## src/hw/rtl/mtlf_pkg.sv

```systemverilog
// meteor trail frame package: shared types, constants and register indexes
// no dependencies; used by the interfaces, the controller, the datapath and the top level
package mtlf_pkg;

  localparam int MASK_W = 64;
  localparam int IDX_W  = 6;
  localparam int HUE_W  = 9;
  localparam int PCT_W  = 7;
  localparam int LEN_W  = 7;

  localparam logic [HUE_W-1:0] METEOR_HUE = 9'd240;
  localparam logic [PCT_W-1:0] METEOR_SAT = 7'd60;
  localparam logic [PCT_W-1:0] MAX_PCT    = 7'd100;

  localparam logic [PCT_W-1:0] RST_INTENSITY = 7'd100;
  localparam logic [PCT_W-1:0] RST_FADE_STEP = 7'd10;
  localparam logic [LEN_W-1:0] RST_LENGTH    = 7'd8;

  typedef enum logic [1:0] {
    REG_ENABLED,
    REG_METEOR_INTENSITY,
    REG_FADE_STEP,
    REG_METEOR_LENGTH
  } reg_idx_t;

  typedef struct packed {
    logic             enabled;
    logic [PCT_W-1:0] meteor_intensity;
    logic [PCT_W-1:0] fade_step;
    logic [LEN_W-1:0] meteor_length;
  } cfg_t;

  // one stored pixel: lit means hue and saturation of the meteor
  typedef struct packed {
    logic             lit;
    logic [PCT_W-1:0] intensity;
  } pix_t;

  typedef struct packed {
    logic             start;
    logic             issue;
    logic [IDX_W-1:0] idx;
  } cmd_t;

  typedef struct packed {
    logic can_adv;
    logic s2_valid;
  } sts_t;

endpackage

```

## src/hw/rtl/mtlf_frame_if.sv

```systemverilog
// frame tick channel: valid, ready and the fade mask word
// depends on mtlf_pkg
interface mtlf_frame_if;
  import mtlf_pkg::*;

  logic              valid;
  logic              ready;
  logic [MASK_W-1:0] fade_mask;

  modport source (output valid, output fade_mask, input ready);
  modport sink (input valid, input fade_mask, output ready);
endinterface

```

## src/hw/rtl/mtlf_pixel_if.sv

```systemverilog
// pixel channel: valid, ready and one pixel word
// depends on mtlf_pkg
interface mtlf_pixel_if;
  import mtlf_pkg::*;

  logic             valid;
  logic             ready;
  logic [IDX_W-1:0] pixel_index;
  logic [HUE_W-1:0] hue;
  logic [PCT_W-1:0] saturation;
  logic [PCT_W-1:0] intensity;
  logic             last_pixel;

  modport source (
    output valid, output pixel_index, output hue, output saturation,
    output intensity, output last_pixel, input ready
  );
  modport sink (
    input valid, input pixel_index, input hue, input saturation,
    input intensity, input last_pixel, output ready
  );
endinterface

```

## src/hw/rtl/mtlf_ctrl.sv

```systemverilog
// meteor trail controller: accepts frame ticks and sequences the pixel sweep
// depends on mtlf_pkg
module mtlf_ctrl #(
  parameter int STRIP_LENGTH = 64
) (
  input  logic          clk,
  input  logic          rst,
  input  logic          in_valid,
  output logic          in_ready,
  input  logic          enabled,
  input  mtlf_pkg::sts_t sts,
  output mtlf_pkg::cmd_t cmd
);
  import mtlf_pkg::*;

  typedef enum logic [1:0] {
    IDLE,
    RUN,
    FLUSH
  } state_t;

  state_t           state;
  logic [IDX_W-1:0] cnt;
  logic             cnt_last;

  always_comb begin
    in_ready  = (state == IDLE);
    cnt_last  = (cnt == IDX_W'(STRIP_LENGTH - 1));
    cmd.start = in_valid && in_ready && enabled;
    cmd.issue = (state == RUN) && sts.can_adv;
    cmd.idx   = cnt;
  end

  always_ff @(posedge clk) begin
    if (rst) begin
      state <= IDLE;
      cnt   <= '0;
    end else begin
      case (state)
        IDLE: begin
          if (cmd.start) begin
            state <= RUN;
            cnt   <= '0;
          end
        end
        RUN: begin
          if (cmd.issue) begin
            if (cnt_last) begin
              state <= FLUSH;
            end else begin
              cnt <= cnt + 1'b1;
            end
          end
        end
        FLUSH: begin
          // last pixel leaves the compute stage
          if (sts.can_adv) begin
            state <= IDLE;
          end
        end
        default: state <= IDLE;
      endcase
    end
  end

endmodule

```

## src/hw/rtl/mtlf_dp.sv

```systemverilog
// meteor trail datapath: pixel store, read-modify-write stage, head and output register
// depends on mtlf_pkg and mtlf_pixel_if
module mtlf_dp #(
  parameter int STRIP_LENGTH = 64
) (
  input  logic                          clk,
  input  logic                          rst,
  input  mtlf_pkg::cfg_t                cfg,
  input  mtlf_pkg::cmd_t                cmd,
  input  logic [mtlf_pkg::MASK_W-1:0]   fade_mask_in,
  output mtlf_pkg::sts_t                sts,
  mtlf_pixel_if.source                  pixel
);
  import mtlf_pkg::*;

  localparam int AW = (STRIP_LENGTH > 1) ? $clog2(STRIP_LENGTH) : 1;
  localparam int HW = $clog2(2 * STRIP_LENGTH);

  pix_t                    mem [STRIP_LENGTH];
  logic [STRIP_LENGTH-1:0] written;
  logic [STRIP_LENGTH-1:0] mask;
  logic [HW-1:0]           head;

  pix_t             rdata;
  logic             rvalid_bit;
  logic             s2_valid;
  logic [AW-1:0]    s2_idx;

  logic             adv;
  logic             wrap;
  logic             meteor;
  logic             last;
  logic [HW:0]      diff;
  logic [PCT_W-1:0] level;
  logic [PCT_W-1:0] faded;
  pix_t             cur;
  pix_t             upd;

  always_comb begin
    adv   = !pixel.valid || pixel.ready;
    cur   = rvalid_bit ? rdata : '0;
    faded = cur.intensity;
    if (mask[s2_idx]) begin
      faded = (cfg.fade_step > cur.intensity) ? '0 : cur.intensity - cfg.fade_step;
    end
    level  = (cfg.meteor_intensity > MAX_PCT) ? MAX_PCT : cfg.meteor_intensity;
    // distance behind the head, negative when the pixel is ahead of it
    diff   = {1'b0, head} - (HW + 1)'(s2_idx);
    meteor = !diff[HW] && (LEN_W'(diff[HW-1:0]) < cfg.meteor_length);
    wrap   = (head == HW'(2 * STRIP_LENGTH - 1));
    last   = (s2_idx == AW'(STRIP_LENGTH - 1));
    priority if (wrap) begin
      upd = '0;
    end else if (meteor) begin
      upd = '{lit: 1'b1, intensity: level};
    end else begin
      upd = '{lit: cur.lit, intensity: faded};
    end
    sts.can_adv  = adv;
    sts.s2_valid = s2_valid;
  end

  // pixel store
  always_ff @(posedge clk) begin
    if (adv) begin
      rdata <= mem[cmd.idx[AW-1:0]];
    end
    if (adv && s2_valid) begin
      mem[s2_idx] <= upd;
    end
  end

  always_ff @(posedge clk) begin
    if (cmd.start) begin
      mask <= fade_mask_in[STRIP_LENGTH-1:0];
    end
    if (adv) begin
      rvalid_bit <= written[cmd.idx[AW-1:0]];
      s2_idx     <= cmd.idx[AW-1:0];
    end
    if (adv && s2_valid) begin
      pixel.pixel_index <= IDX_W'(s2_idx);
      pixel.hue         <= upd.lit ? METEOR_HUE : '0;
      pixel.saturation  <= upd.lit ? METEOR_SAT : '0;
      pixel.intensity   <= upd.intensity;
      pixel.last_pixel  <= last;
    end
  end

  always_ff @(posedge clk) begin
    if (rst) begin
      s2_valid    <= 1'b0;
      pixel.valid <= 1'b0;
      written     <= '0;
      head        <= '0;
    end else if (adv) begin
      s2_valid    <= cmd.issue;
      pixel.valid <= s2_valid;
      if (s2_valid) begin
        written[s2_idx] <= 1'b1;
        if (last) begin
          head <= wrap ? '0 : head + 1'b1;
        end
      end
    end
  end

endmodule

```

## src/hw/rtl/meteor_trail_led_frame.sv

```systemverilog
// meteor trail LED frame: top level with configuration registers and assertions
// depends on mtlf_pkg, mtlf_frame_if, mtlf_pixel_if, mtlf_ctrl and mtlf_dp
//
//   channel   dir   handshake      words per frame
//   frame     in    valid/ready    1 (fade mask)
//   pixel     out   valid/ready    STRIP_LENGTH, or 0 when disabled
//   cfg       in    cfg_we         register writes
//
// a frame sweeps the pixel store one pixel a cycle while the pixel side does not stall,
// read then read-modify-write
// the store sweep does one read and one write a cycle; pixel stalls hold the sweep
// a new frame is taken once the last pixel has left the compute stage
// rst is synchronous; the store reads as cleared through per-pixel valid bits
module meteor_trail_led_frame #(
  parameter int STRIP_LENGTH = 64
) (
  input logic                         clk,
  input logic                         rst,
  input logic                         cfg_we,
  input logic [1:0]                   cfg_index,
  input logic [mtlf_pkg::PCT_W-1:0]   cfg_data,
  mtlf_frame_if.sink                  frame,
  mtlf_pixel_if.source                pixel
);
  import mtlf_pkg::*;

  cfg_t cfg;
  cmd_t cmd;
  sts_t sts;
  logic in_ready;

  always_ff @(posedge clk) begin
    if (rst) begin
      cfg.enabled          <= 1'b1;
      cfg.meteor_intensity <= RST_INTENSITY;
      cfg.fade_step        <= RST_FADE_STEP;
      cfg.meteor_length    <= RST_LENGTH;
    end else if (cfg_we) begin
      unique case (reg_idx_t'(cfg_index))
        REG_ENABLED:          cfg.enabled          <= cfg_data[0];
        REG_METEOR_INTENSITY: cfg.meteor_intensity <= cfg_data;
        REG_FADE_STEP:        cfg.fade_step        <= cfg_data;
        REG_METEOR_LENGTH:    cfg.meteor_length    <= cfg_data;
      endcase
    end
  end

  assign frame.ready = in_ready;

  mtlf_ctrl #(
    .STRIP_LENGTH(STRIP_LENGTH)
  ) u_ctrl (
    .clk      (clk),
    .rst      (rst),
    .in_valid (frame.valid),
    .in_ready (in_ready),
    .enabled  (cfg.enabled),
    .sts      (sts),
    .cmd      (cmd)
  );

  mtlf_dp #(
    .STRIP_LENGTH(STRIP_LENGTH)
  ) u_dp (
    .clk          (clk),
    .rst          (rst),
    .cfg          (cfg),
    .cmd          (cmd),
    .fade_mask_in (frame.fade_mask),
    .sts          (sts),
    .pixel        (pixel)
  );

  // no frame is taken while a pixel is still in the compute stage
  a_accept_idle: assert property (@(posedge clk) disable iff (rst)
    (frame.valid && frame.ready) |-> !sts.s2_valid)
    else $error("frame accepted during a sweep");

  // an enabled frame starts a sweep and blocks the next one
  a_sweep_busy: assert property (@(posedge clk) disable iff (rst)
    (frame.valid && frame.ready && cfg.enabled) |=> !frame.ready)
    else $error("frame ready right after an enabled frame");

  // the read stage only issues while the sweep runs
  a_issue_busy: assert property (@(posedge clk) disable iff (rst)
    cmd.issue |-> !frame.ready)
    else $error("store read issued while idle");

endmodule
```

## src/flat_wrapper.sv

```systemverilog
// flat-port wrapper written by rule: the top's interface ports become plain ports
module meteor_trail_led_frame_flat import mtlf_pkg::*;
#(
  parameter int STRIP_LENGTH = 64
)
  (clk, rst, cfg_we, cfg_index, cfg_data, frame_valid, frame_fade_mask, frame_ready, pixel_valid, pixel_pixel_index, pixel_hue, pixel_saturation, pixel_intensity, pixel_last_pixel, pixel_ready);
  mtlf_frame_if frame_i ();
  mtlf_pixel_if pixel_i ();
  input logic clk;
  input logic rst;
  input logic cfg_we;
  input logic [1:0] cfg_index;
  input logic [mtlf_pkg::PCT_W-1:0] cfg_data;
  input wire logic [$bits(frame_i.valid)-1:0] frame_valid;
  input wire logic [$bits(frame_i.fade_mask)-1:0] frame_fade_mask;
  output wire logic [$bits(frame_i.ready)-1:0] frame_ready;
  output wire logic [$bits(pixel_i.valid)-1:0] pixel_valid;
  output wire logic [$bits(pixel_i.pixel_index)-1:0] pixel_pixel_index;
  output wire logic [$bits(pixel_i.hue)-1:0] pixel_hue;
  output wire logic [$bits(pixel_i.saturation)-1:0] pixel_saturation;
  output wire logic [$bits(pixel_i.intensity)-1:0] pixel_intensity;
  output wire logic [$bits(pixel_i.last_pixel)-1:0] pixel_last_pixel;
  input wire logic [$bits(pixel_i.ready)-1:0] pixel_ready;
  assign frame_i.valid = frame_valid;
  assign frame_i.fade_mask = frame_fade_mask;
  assign frame_ready = frame_i.ready;
  assign pixel_valid = pixel_i.valid;
  assign pixel_pixel_index = pixel_i.pixel_index;
  assign pixel_hue = pixel_i.hue;
  assign pixel_saturation = pixel_i.saturation;
  assign pixel_intensity = pixel_i.intensity;
  assign pixel_last_pixel = pixel_i.last_pixel;
  assign pixel_i.ready = pixel_ready;
  meteor_trail_led_frame #(.STRIP_LENGTH(STRIP_LENGTH)) u_core (.clk(clk), .rst(rst), .cfg_we(cfg_we), .cfg_index(cfg_index), .cfg_data(cfg_data), .frame(frame_i), .pixel(pixel_i));
endmodule
```

## config.mk

```make
export PLATFORM = sky130hd
export DESIGN_NAME = meteor_trail_led_frame_flat
export DESIGN_NICKNAME = d
export VERILOG_FILES = /design/src/hw/rtl/mtlf_pkg.sv /design/src/hw/rtl/mtlf_frame_if.sv /design/src/hw/rtl/mtlf_pixel_if.sv /design/src/hw/rtl/mtlf_ctrl.sv /design/src/hw/rtl/mtlf_dp.sv /design/src/hw/rtl/meteor_trail_led_frame.sv /design/src/flat_wrapper.sv
export SDC_FILE = /design/constraint.sdc
export NUM_CORES = 1
export LEC_CHECK = 0
export ABC_AREA = 1
export BUFFER_PORTS_ARGS = -buffer_cell sky130_fd_sc_hd__buf_2
export CAP_MARGIN = 20
export CORE_AREA = 2 2 234 236
export CTS_CLUSTER_DIAMETER = 50
export DETAILED_ROUTE_END_ITERATION = 16
export DIE_AREA = 0 0 236 238
export PLACE_DENSITY = 0.71
export SYNTH_ARGS = -nofsm -noshare
export SYNTH_HDL_FRONTEND = slang
export SYNTH_SLANG_ARGS = --single-unit
export TNS_END_PERCENT = 10
```

## constraint.sdc

```tcl
create_clock -name clk -period 8.8 [get_ports clk]
set_input_delay 0.44 -clock clk [delete_from_list [all_inputs] [get_ports clk]]
set_output_delay 0.44 -clock clk [all_outputs]
set_load 0.1 [all_outputs]
```

# Yosys cells after proc, flatten, opt, wreduce, memory -nomap -nowiden
# Memories as Yosys holds them, arrays and structs flattened. A register that Yosys moved wholly into a read port is not among the register bits.
# Index checks and enable logic that the tools add are counted.
[word_totals] elab_cells=89 input_bits=78 ram_bits=512 output_inout_bits=32 mem_count=1 register_bits=204
[op_classes] n_lt_le_gt_ge=6 eq_ne=13 bitwise_logic=1 add_sub_neg=4 muxes=26 n_reduce_logical=20
[memory_table] memory="u_core.u_dp.mem" words=64 width=8 read_ports=1 rd_ports_with_merged_regs=1 write_ports=1 line_no="mtlf_dp.sv:19" rtl="pix_t mem [STRIP_LENGTH];"
[ops] cell="$or 64x64->64" n=1
[ops] cell="$mux 8" n=4
[ops] cell="$mux 7" n=4
[ops] cell="$mux 6" n=4
[ops] cell="$lt 6x7->1 const B" n=2
[ops] cell="$bmux 1 s6" n=2
[ops] cell="$eq 6x6->1 const B" n=2
[ops] cell="$pmux 6 s2" n=1
[ops] cell="$reduce_and 2->1" n=5
[ops] cell="$mux 2" n=4
[ops] cell="$ne 2x2->1 const B" n=4
[ops] cell="$reduce_and 4->1" n=2
[ops] cell="$sub 7x6->8" n=1
[ops] cell="$add 7x1->7 const B" n=1
[ops] cell="$eq 7x7->1 const B" n=1
[ops] cell="$gt 7x7->1" n=1
[ops] cell="$gt 7x7->1 const B" n=1
[ops] cell="$lt 7x7->1" n=1
[ops] cell="$sub 7x7->7" n=1
[ops] cell="$add 6x1->6 const B" n=1
[ops] cell="$demux 1 s6" n=1
[ops] cell="$eq 2x2->1 const B" n=3
[ops] cell="$ge 6x1->1 const B" n=1
[ops] cell="$logic_and 1x1->1" n=6
[ops] cell="other kinds (9)" n=16

# Logic depth before layout (Yosys ltp)
# Gate-level depths: netlist of run 1.
[logic_depth] word_depth=7 ltp_mapped=18 mapped_depth_nobuf=18

# Cells and area by module
# From an unflattened synthesis of run 1, not the netlist that was laid out.
[unflattened] cells_unflattened=2531 area_unflattened_um2=29186.7
[by_module_without_submodules] mod="mtlf_dp" seq_area_each_um2=19658.9 n_inst=1 cells_per_inst=2319 area_each_um2=27720.3
[by_module_without_submodules] mod="meteor_trail_led_frame" seq_area_each_um2=440.4 n_inst=1 cells_per_inst=131 area_each_um2=938.4
[by_module_without_submodules] mod="mtlf_ctrl" seq_area_each_um2=160.2 n_inst=1 cells_per_inst=81 area_each_um2=528.0

# Worst setup path after synthesis of run 1
# No wires, ideal clock.
[synth_timing] kind="flip-flop to flip-flop" from="register u_core.u_dp.s2_idx[3]" to="memory u_core.u_dp.mem[0][7] (netlist name) (data pin)" period_less_slack_ps=4828 n_path_buf=1 t_arrival_ps=4275 path_slack_ps=3972 t_required_ps=8247 path_stages_with_launch=15 setup_time_ps=553 path_cell_list="edfxtp_1 > inv_1 > ha_1 > a21o_1 > a31oi_1 > o21ai_0 > a21oi_1 > xor2_1 > ha_1 > nand2_1 > inv_1 > nand4_1 > o2111ai_1 > buf_2 > a21oi_1"
[synth_lines] element="start: declaration" line_no="mtlf_dp.sv:27" rtl="logic [AW-1:0] s2_idx;"
[synth_lines] element="start signal: assignment" line_no="mtlf_dp.sv:79" rtl="s2_idx <= cmd.idx[AW-1:0];"
[synth_lines] element="end: declaration" line_no="mtlf_dp.sv:19"

==> summary.txt, run 1 <==
Clocking
  • Post-CTS Setup Repair Bufs: 0
  • TritonCTS clock tree: built
  • H-Tree Depth: 3
  • Post-CTS Hold Fix Bufs: 46
  • Clk sinks: 709
  • Clock-pin slew on the worst setup and hold paths: 60 ps
  • Max Root-Sink Buffers: 3
  • CTS buffer count: 72
  • Worst-skew pair later-pin latency: 620 ps
  • Cts repair resizes: 0
  • Clock root cell: clkbuf_16

Routing
  • Wirelength per Cell: 21.8 µm
  • DR vias: 19,756
  • # DRC: 0
  • Vias per inst: 5.91
  • Initial drt markers: 2,223
  • ANT nets after route: 0
  • Routed WL: 72.8 mm
  • Iteration count of the initial detailed-routing pass: 6

Floorplanning
  • Die height: 238 µm
  • Initial Util: 53.7%
  • Die area: 56,200 µm²
  • Core Area: 53,500 µm²
  • Chip width: 236 µm
  • Std cell rows: 85
  • I/O pins: 110

Timing
  • Min cycle time layout: 4030 ps
  • Max-slew violations: 0
  • Final Skew: 21.6 ps
  • RSZ-0062 raised after global routing: no
  • Fin. Hold Viols: 0
  • Worst-Margin Slew: 1140 ps
  • Fmax: 248 MHz
  • Relative slew slack: 23.7%
  • Final setup vio count: 0
  • Period utilization: 45.8%
  • Setup TNS Final: 0 ps

Critical path
  • RR Endpoint: u_core.u_dp.mem[45][6]$_DFFE_PP_
  • Worst Reg2Reg Path Length in Cells: 15
  • CP Capture Type: flip-flop
  • Crit path kind: reg -> reg
  • CP Launch Type: flip-flop
  • Reg2Reg Setup Slack: 4770 ps
  • Max Fanout on Critical Path: 65
  • Slowest-stage cell, CP: inv_2
  • Critical Path, Cell by Cell: inv_1, ha_1, a21o_1, a31oi_1, o21ai_0, a21oi_1, xor2_1, ha_1, nand2_1, inv_1, nand4_1, o2111ai_2, nand3_1, nand2_1, inv_2
  • Critical Path AT: 4290 ps
  • Crit-path max cell delay: 740 ps
  • Critical R2R Launch: u_core.u_dp.s2_idx[3]$_DFFE_PN_
  • CP required: 9060 ps

GRT
  • Tot GR Track Use: 25.9%
  • Vias in the first global route: 19,275
  • Grt ovf: 0
  • Largest net degree at the start of global routing: 191
  • Initial antenna violation count: 1
  • First-pass GRT wire length: 111 mm

Finish
  • N_diodes: 0
  • Non-filler cells, final: 3,340
  • Fraction of layout cells with a size suffix above 1: 10.7%
  • Fin nets: 2,689
  • Area Growth Syn to Fin: 13.3%

Synthesis
  • Top_reg_cell synth: edfxtp_1
  • Async S/R FF share, synth: 0%
  • Top cell type by total area after synthesis: edfxtp_1
  • Top-count cell post-synth: edfxtp_1
  • Synth Register Bits: 709
  • Post-synth top cells: edfxtp_1, nor2_1, o21ai_0
  • Post-synth EDFFs: 606
  • Synth Warn #: 0
  • Yosys cell types: 42
  • Cells after synthesis: 2,487
  • Syn Area/Cell: 11.6 µm²
  • Sequential area share after synthesis: 70.5%
  • Ranking of synthesized cells by area: edfxtp_1, dfxtp_1, nor2_1
  • Share of the synthesized area in the top cell type: 63.3%
  • Synthesized area: 28,700 µm²

Power
  • Max IR drop VDD: 226 µV
  • Leakage: 11.3 nW
  • Cell Pwr Density: 261 nW/µm²

Placement
  • Gpl congestion: 0.893
  • Buffers on Ports: 101
  • Cell total after placement: 3,161
  • Detailed placer's ending HPWL: 41.7 mm

Hold path
  • Worst hold stages: 1
  • Hold endpoint: u_core.u_dp.mask[3]$_DFFE_PP_
  • Hold Crit Class: in -> reg
  • Worst Hold Launch: frame_fade_mask[3]

Run
  • MaxCap Viol Count: 0

Run status
  • Outcome: finished clean
## placed cells by master (no fill, tap or decap), types with 6 or more instances in the layout
cell type and instances:
edfxtp_1 606, nor2_1 530, o21ai_0 308, nand2_1 234, nand3_1 111, buf_2 101, dfxtp_1 100, inv_1 82
o22ai_1 78, clkbuf_16 76, dlygate4sd3_1 47, a21oi_1 42, nand4_1 39, o211ai_1 38, o221ai_1 38, buf_4 25
ha_1 21, o21ai_1 17, nor3_1 16, clkbuf_1 15, inv_2 14, clkinv_2 10, clkinv_1 10, clkbuf_8 9
conb_1 8, a21oi_4 7, nor2_4 6, nor2_2 6
## logic make-up after synthesis
| group | after synthesis | synth area share (%) |
|---|---|---|
| buffers and inverters | 252 | 3.77 |
| flip-flops | 709 | 70.5 |
| AO/OA/AOI/OAI | 540 | 10.8 |
| adder cells (fa/ha/maj) | 23 | 1.05 |
| AND/OR/NAND/NOR | 954 | 13.7 |
| other | 1 | 0.0130 |
| XOR/XNOR | 8 | 0.244 |
## stage by stage
stage	hold WS (ps)	setup slack, ps	cell area, µm²	utilization [%]	power (mW)
floorplan	403	3970	28800	-	5.03
global route	9.10	4400	32600	60.9	8.76
detailed placement	452	4260	29700	55.6	5.50
CTS	0.190	4260	32500	60.8	8.50
global placement	444	4390	29700	55.6	5.45
finish	14.6	4770	32600	60.9	8.48
## how the worst max path moves through the flow
stage / startpoint / endpoint / slack, ps
after floorplan: u_core.u_dp.s2_idx[3]$_DFFE_PN_ / u_core.u_dp.mem[0][7]$_DFFE_PP_ / 3970
after global placement: u_core.u_dp.s2_idx[3]$_DFFE_PN_ / u_core.u_dp.mem[21][6]$_DFFE_PP_ / 4390
after detailed placement: u_core.u_dp.s2_idx[3]$_DFFE_PN_ / u_core.u_dp.mem[28][6]$_DFFE_PP_ / 4260
after CTS: u_core.u_dp.s2_idx[3]$_DFFE_PN_ / u_core.u_dp.mem[28][6]$_DFFE_PP_ / 4260
after global routing: u_core.u_dp.s2_idx[3]$_DFFE_PN_ / u_core.u_dp.mem[45][6]$_DFFE_PP_ / 4400
final: u_core.u_dp.s2_idx[3]$_DFFE_PN_ / u_core.u_dp.mem[45][6]$_DFFE_PP_ / 4770
## state kept, by name, indices dropped and copies added, names as in the netlist
signal	count
u_core.u_dp.rvalid_bit	1
u_core.u_dp.mem	512
u_core.u_dp.pixel.valid	1
u_core.u_dp.pixel.last_pixel	1
u_core.u_dp.pixel.saturation	1
u_core.u_dp.s2_valid	1
u_core.u_dp.head	7
u_core.u_dp.pixel.pixel_index	6
u_core.u_ctrl.cnt	6
u_core.u_dp.s2_idx	6
u_core.cfg	22
u_core.u_dp.rdata	8
u_core.u_dp.mask	64
u_core.u_dp.written	64
u_core.u_dp.pixel.intensity	7
u_core.u_ctrl.state	2
## per-layer routing
layer | part of all wire [%] | vias to the layer above | GRT usage, % | wire, µm
met1 | 40 | 9630 | 34.0 | 29000
li1 | - | 9096 | - | -
met3 | 8.0 | 160 | 4.49 | 5840
met4 | 3.8 | 0 | 11.8 | 2760
met2 | 48 | 870 | 42.5 | 35200
met5 | 0 | - | 0 | 0
## area by class of cell
class	count	area (µm²)
Fill cell	4049	20900
Tap cell	696	871
Multi-Input combinational cell	1533	7500
Clock inverter	30	268
Sequential cell	709	20300
Clock buffer	100	2080
Timing Repair Buffer	175	1200
Inverter	97	369
## power by group
part | switching, mW | total, mW | leakage (nW) | internal (mW)
clock network | 1.25 | 3.02 | 1.16 | 1.77
logic | 1.01 | 1.27 | 3.78 | 0.262
registers | 0.0387 | 4.19 | 6.39 | 4.15
total | 2.29 | 8.48 | 11.3 | 6.19
## worst max-delay path: cells and delay by family (launching register included)
kind	cells	cell delay [ps]
compound gates	5	970
buf+inv	3	920
fa+ha+maj	2	630
flops	1	470
simple gates	4	450
xor+xnor	1	170
No activity file was read; power rests on OpenSTA's default activity.
==> inputs of run 2 (changes only) <==
--- a/config.mk
+++ b/config.mk
@@ -5,13 +5,13 @@
 export SDC_FILE = /design/constraint.sdc
 export NUM_CORES = 1
 export LEC_CHECK = 0
-export ABC_AREA = 1
+export ABC_AREA = 0
 export BUFFER_PORTS_ARGS = -buffer_cell sky130_fd_sc_hd__buf_2
 export CAP_MARGIN = 20
-export CORE_AREA = 2 2 234 236
+export CORE_AREA = 2 2 232 234
 export CTS_CLUSTER_DIAMETER = 50
 export DETAILED_ROUTE_END_ITERATION = 16
-export DIE_AREA = 0 0 236 238
+export DIE_AREA = 0 0 234 236
 export PLACE_DENSITY = 0.71
 export SYNTH_ARGS = -nofsm -noshare
 export SYNTH_HDL_FRONTEND = slang
==> constraint.sdc (replaced) <==
create_clock -name clk -period 4.1 [get_ports clk]
set_input_delay 0.205 -clock clk [delete_from_list [all_inputs] [get_ports clk]]
set_output_delay 0.205 -clock clk [all_outputs]
set_load 0.1 [all_outputs]
==> summary.txt, run 2 <==
Finish
  • Final Util: 63.8% (was 60.9%)
  • Biggest register: u_core.u_dp.mem (unchanged)
  • Flip-flop count of the largest register after layout: 512 (unchanged)
  • N_diodes: 0 (unchanged)
  • Fin nets: 1,941 (was 2,689)
  • Largest registers: u_core.u_dp.mem: 512 flops, u_core.u_dp.mask: 64 flops, u_core.u_dp.written: 64 flops (unchanged)
  • Area Growth Syn to Fin: 20.2% (was 13.3%)
  • Commonest non-fill, non-tap cells in the layout: edfxtp_1, nor2_1, mux4_2 (was edfxtp_1, nor2_1, o21ai_0)
  • Fraction of layout cells with a size suffix above 1: 30.7% (was 10.7%)
  • Commonest non-fill, non-tap cell in the layout: edfxtp_1 (unchanged)
  • Fillers: 3,562 (was 4,049)

Run
  • MaxCap Viol Count: 0 (unchanged)

Floorplanning
  • Die height: 236 µm (was 238 µm)
  • Std cell rows: 85 (unchanged)
  • Chip width: 234 µm (was 236 µm)
  • Die area: 55,200 µm² (was 56,200 µm²)
  • I/O pins: 110 (unchanged)
  • Initial Util: 53.1% (was 53.7%)
  • Core Area: 53,100 µm² (was 53,500 µm²)

Critical path
  • CP required: 4570 ps (was 9060 ps)
  • CP Capture Type: flip-flop (unchanged)
  • CP Launch Type: flip-flop (unchanged)
  • RR Endpoint: u_core.u_dp.mem[53][4]$_DFFE_PP_ (was u_core.u_dp.mem[45][6]$_DFFE_PP_)
  • Critical Path AT: 4660 ps (was 4290 ps)
  • Crit path kind: reg -> reg (unchanged)
  • Max Fanout on Critical Path: 8 (was 65)
  • Reg2Reg Setup Slack: -100 ps (was 4770 ps)
  • Critical R2R Launch: u_core.u_dp.s2_idx[0]$_DFFE_PN_ (was u_core.u_dp.s2_idx[3]$_DFFE_PN_)
  • Worst Reg2Reg Path Length in Cells: 18 (was 15)

Synthesis
  • Syn Area/Cell: 18.3 µm² (was 11.6 µm²)
  • Yosys cell types: 66 (was 42)
  • Top cell type by total area after synthesis: edfxtp_1 (unchanged)
  • Ranking of synthesized cells by area: edfxtp_1, mux4_2, dfxtp_1 (was edfxtp_1, dfxtp_1, nor2_1)
  • Synth Warn #: 0 (unchanged)
  • Async S/R FF share, synth: 0% (unchanged)
  • Post-synth top cells: edfxtp_1, nor2_1, mux4_2 (was edfxtp_1, nor2_1, o21ai_0)
  • Sequential area share after synthesis: 71.9% (was 70.5%)
  • Share of the synthesized area in the top cell type: 64.6% (was 63.3%)
  • Synthesized area: 28,200 µm² (was 28,700 µm²)
  • Top-count cell post-synth: edfxtp_1 (unchanged)
  • Cells after synthesis: 1,543 (was 2,487)
  • Post-synth EDFFs: 606 (unchanged)
  • Top_reg_cell synth: edfxtp_1 (unchanged)
  • Synth Register Bits: 709 (unchanged)

GRT
  • Grt ovf: 0 (unchanged)
  • Tot GR Track Use: 24.5% (was 25.9%)
  • Vias in the first global route: 15,509 (was 19,275)
  • Initial antenna violation count: 1 (unchanged)
  • First-pass GRT wire length: 97.8 mm (was 111 mm)
  • Largest net degree at the start of global routing: 97 (was 191)

Power
  • Leakage: 11.4 nW (was 11.3 nW)
  • Tot Pwr: 17.1 mW (was 8.48 mW)
  • Cell Pwr Density: 504 nW/µm² (was 261 nW/µm²)
  • Max IR drop VDD: 360 µV (was 226 µV)

Timing
  • Setup slack after layout: -97.1 ps (was 4770 ps)
  • Max-slew violations: 0 (unchanged)
  • Fmax: 238 MHz (was 248 MHz)
  • Final setup vio count: 59 (was 0)
  • Relative slew slack: 24.3% (was 23.7%)
  • Fin. Hold Viols: 0 (unchanged)
  • Min cycle time layout: 4200 ps (was 4030 ps)
  • RSZ-0062 raised after global routing: yes (was no)
  • Worst-Margin Slew: 1140 ps (about the same)
  • Period utilization: 102% (was 45.8%)
  • Final Skew: 23.3 ps (was 21.6 ps)

Routing
  • Routed WL: 69.3 mm (was 72.8 mm)
  • # DRC: 0 (unchanged)
  • Vias per inst: 5.99 (was 5.91)
  • Initial drt markers: 1,512 (was 2,223)
  • Wirelength per Cell: 26.7 µm (was 21.8 µm)
  • DR vias: 15,575 (was 19,756)
  • ANT nets after route: 0 (unchanged)
  • Iteration count of the initial detailed-routing pass: 5 (was 6)

Hold path
  • Worst Hold Launch: cfg_index[1] (was frame_fade_mask[3])
  • Hold endpoint: u_core.cfg[7]$_SDFFE_PP0P_ (was u_core.u_dp.mask[3]$_DFFE_PP_)
  • Hold Crit Class: in -> reg (unchanged)
  • Worst hold stages: 5 (was 1)

Clocking
  • CTS buffer count: 74 (was 72)
  • Worst-skew pair later-pin latency: 620 ps (about the same)
  • TritonCTS clock tree: built (unchanged)
  • H-Tree Depth: 3 (unchanged)
  • Clock-pin slew on the worst setup and hold paths: 60 ps (about the same)
  • Max Root-Sink Buffers: 3 (unchanged)
  • Clk sinks: 709 (unchanged)
  • Clock root cell: clkbuf_16 (unchanged)

Placement
  • Buffers on Ports: 101 (unchanged)
  • Detailed placer's ending HPWL: 40.4 mm (was 41.7 mm)
  • Gpl congestion: 0.860 (was 0.893)

Run status
  • Outcome: finished with violations (was finished clean)
  • Failing checks: setup timing
## run 2: cell count changes after synthesis, sizes merged, moves of 20 or more
cell and delta:
o211ai -35, nand3 -93, mux4 +198, a21oi -21, nor2 -298, inv -65, nand4 -30, o221ai -36
o21ai -318, nand2 -190, mux2i +20, o22ai -75, clkbuf -57
## run 2: routing by layer
| metal | routed length [µm] | global-route usage, % | vias up | part of all wire (%) |
|---|---|---|---|---|
| met1 | 26800 | 33.0 | 8060 | 39 |
| li1 | - | - | 6657 | - |
| met2 | 34600 | 40.0 | 710 | 50 |
| met4 | 2550 | 8.53 | 0 | 3.7 |
| met3 | 5310 | 4.85 | 148 | 7.7 |
| met5 | 0 | 0 | - | 0 |
## run 2: cell type report
type                            count  area, µm²  share of cell area [%]
Sequential cell                   709      20300                    59.9
Tap cell                          696        871                    2.57
Clock buffer                       98       2060                    6.08
Inverter                           35        134                   0.395
Timing Repair Buffer              301       2560                    7.57
Clock inverter                     40        414                    1.22
Multi-Input combinational cell    719       7550                    22.3
## run 2: worst max-delay path, stage by stage (launching register included)
cell and delay, ps:
edfxtp_1 400, ha_4 150, inv_2 40, fa_2 370, a21oi_2 160, nor2_2 50, nor2_2 130, o21bai_1 100
a21oi_1 170, xor2_1 190, ha_1 280, nand4_1 120, a21oi_2 60, nor4_4 340, o41ai_4 170, buf_4 180
or4bb_4 550, o211ai_4 290, clkbuf_16 280
## run 2: worst max-delay path by stage
stage / endpoint / startpoint / slack [ps] / cells past startpoint
CTS: u_core.u_dp.mem[41][1]$_DFFE_PP_ / u_core.u_dp.head[0]$_SDFFE_PP0P_ / 30 / 18
floorplan: u_core.u_dp.mem[0][0]$_DFFE_PP_ / u_core.u_dp.s2_idx[1]$_DFFE_PN_ / -1290 / 18
detailed placement: u_core.u_dp.mem[26][0]$_DFFE_PP_ / u_core.u_dp.head[0]$_SDFFE_PP0P_ / 4 / 18
global route: u_core.u_dp.mem[12][4]$_DFFE_PP_ / u_core.u_dp.s2_idx[0]$_DFFE_PN_ / -250 / 18
global placement: u_core.u_dp.mem[34][0]$_DFFE_PP_ / u_core.u_dp.head[0]$_SDFFE_PP0P_ / 120 / 18
finish: u_core.u_dp.mem[53][4]$_DFFE_PP_ / u_core.u_dp.s2_idx[0]$_DFFE_PN_ / -100 / 18
## run 2: cells by family (layout without fill, tap and decap cells)
group | count (synthesis) | count (layout) | share of synthesized area (%)
buffers and inverters | 123 | 474 | 2.11
AND/OR/NAND/NOR | 375 | 375 | 5.91
adder cells (fa/ha/maj) | 23 | 23 | 1.08
XOR/XNOR | 16 | 16 | 0.498
flip-flops | 709 | 709 | 71.9
multiplexers | 221 | 221 | 16.7
other | 1 | 8 | 0.0133
AO/OA/AOI/OAI | 75 | 76 | 1.78
## run 2: power by group
part / switching, mW / internal, mW
combinational: 1.19 / 0.749
sequential: 0.0794 / 8.33
clock: 2.77 / 3.96
## run 2: through the flow
step	setup slack (ps)	hold WS (ps)	instances	instance area [µm²]	setup TNS, ps
3_5_place_dp	4.20	383	2351	30100	0
2_1_floorplan	-1290	304	1550	28200	-489500
4_1_cts	27.1	50.1	2567	33400	0
5_1_grt	-255	114	2598	33900	-37980
6_report	-97.1	74.3	2598	33900	-3900
3_3_place_gp	123	383	2351	30100	0
## run 2: what timing repair did
item                                    in CTS  in global routing
endpoints found under the setup margin     127                446
resized for setup                            1                 23
hold buffers                                78                  0
endpoints found under the hold margin       89                  0
pin swaps                                    0                 11
gates cloned                                 0                 17
buffers inserted                             0                 12
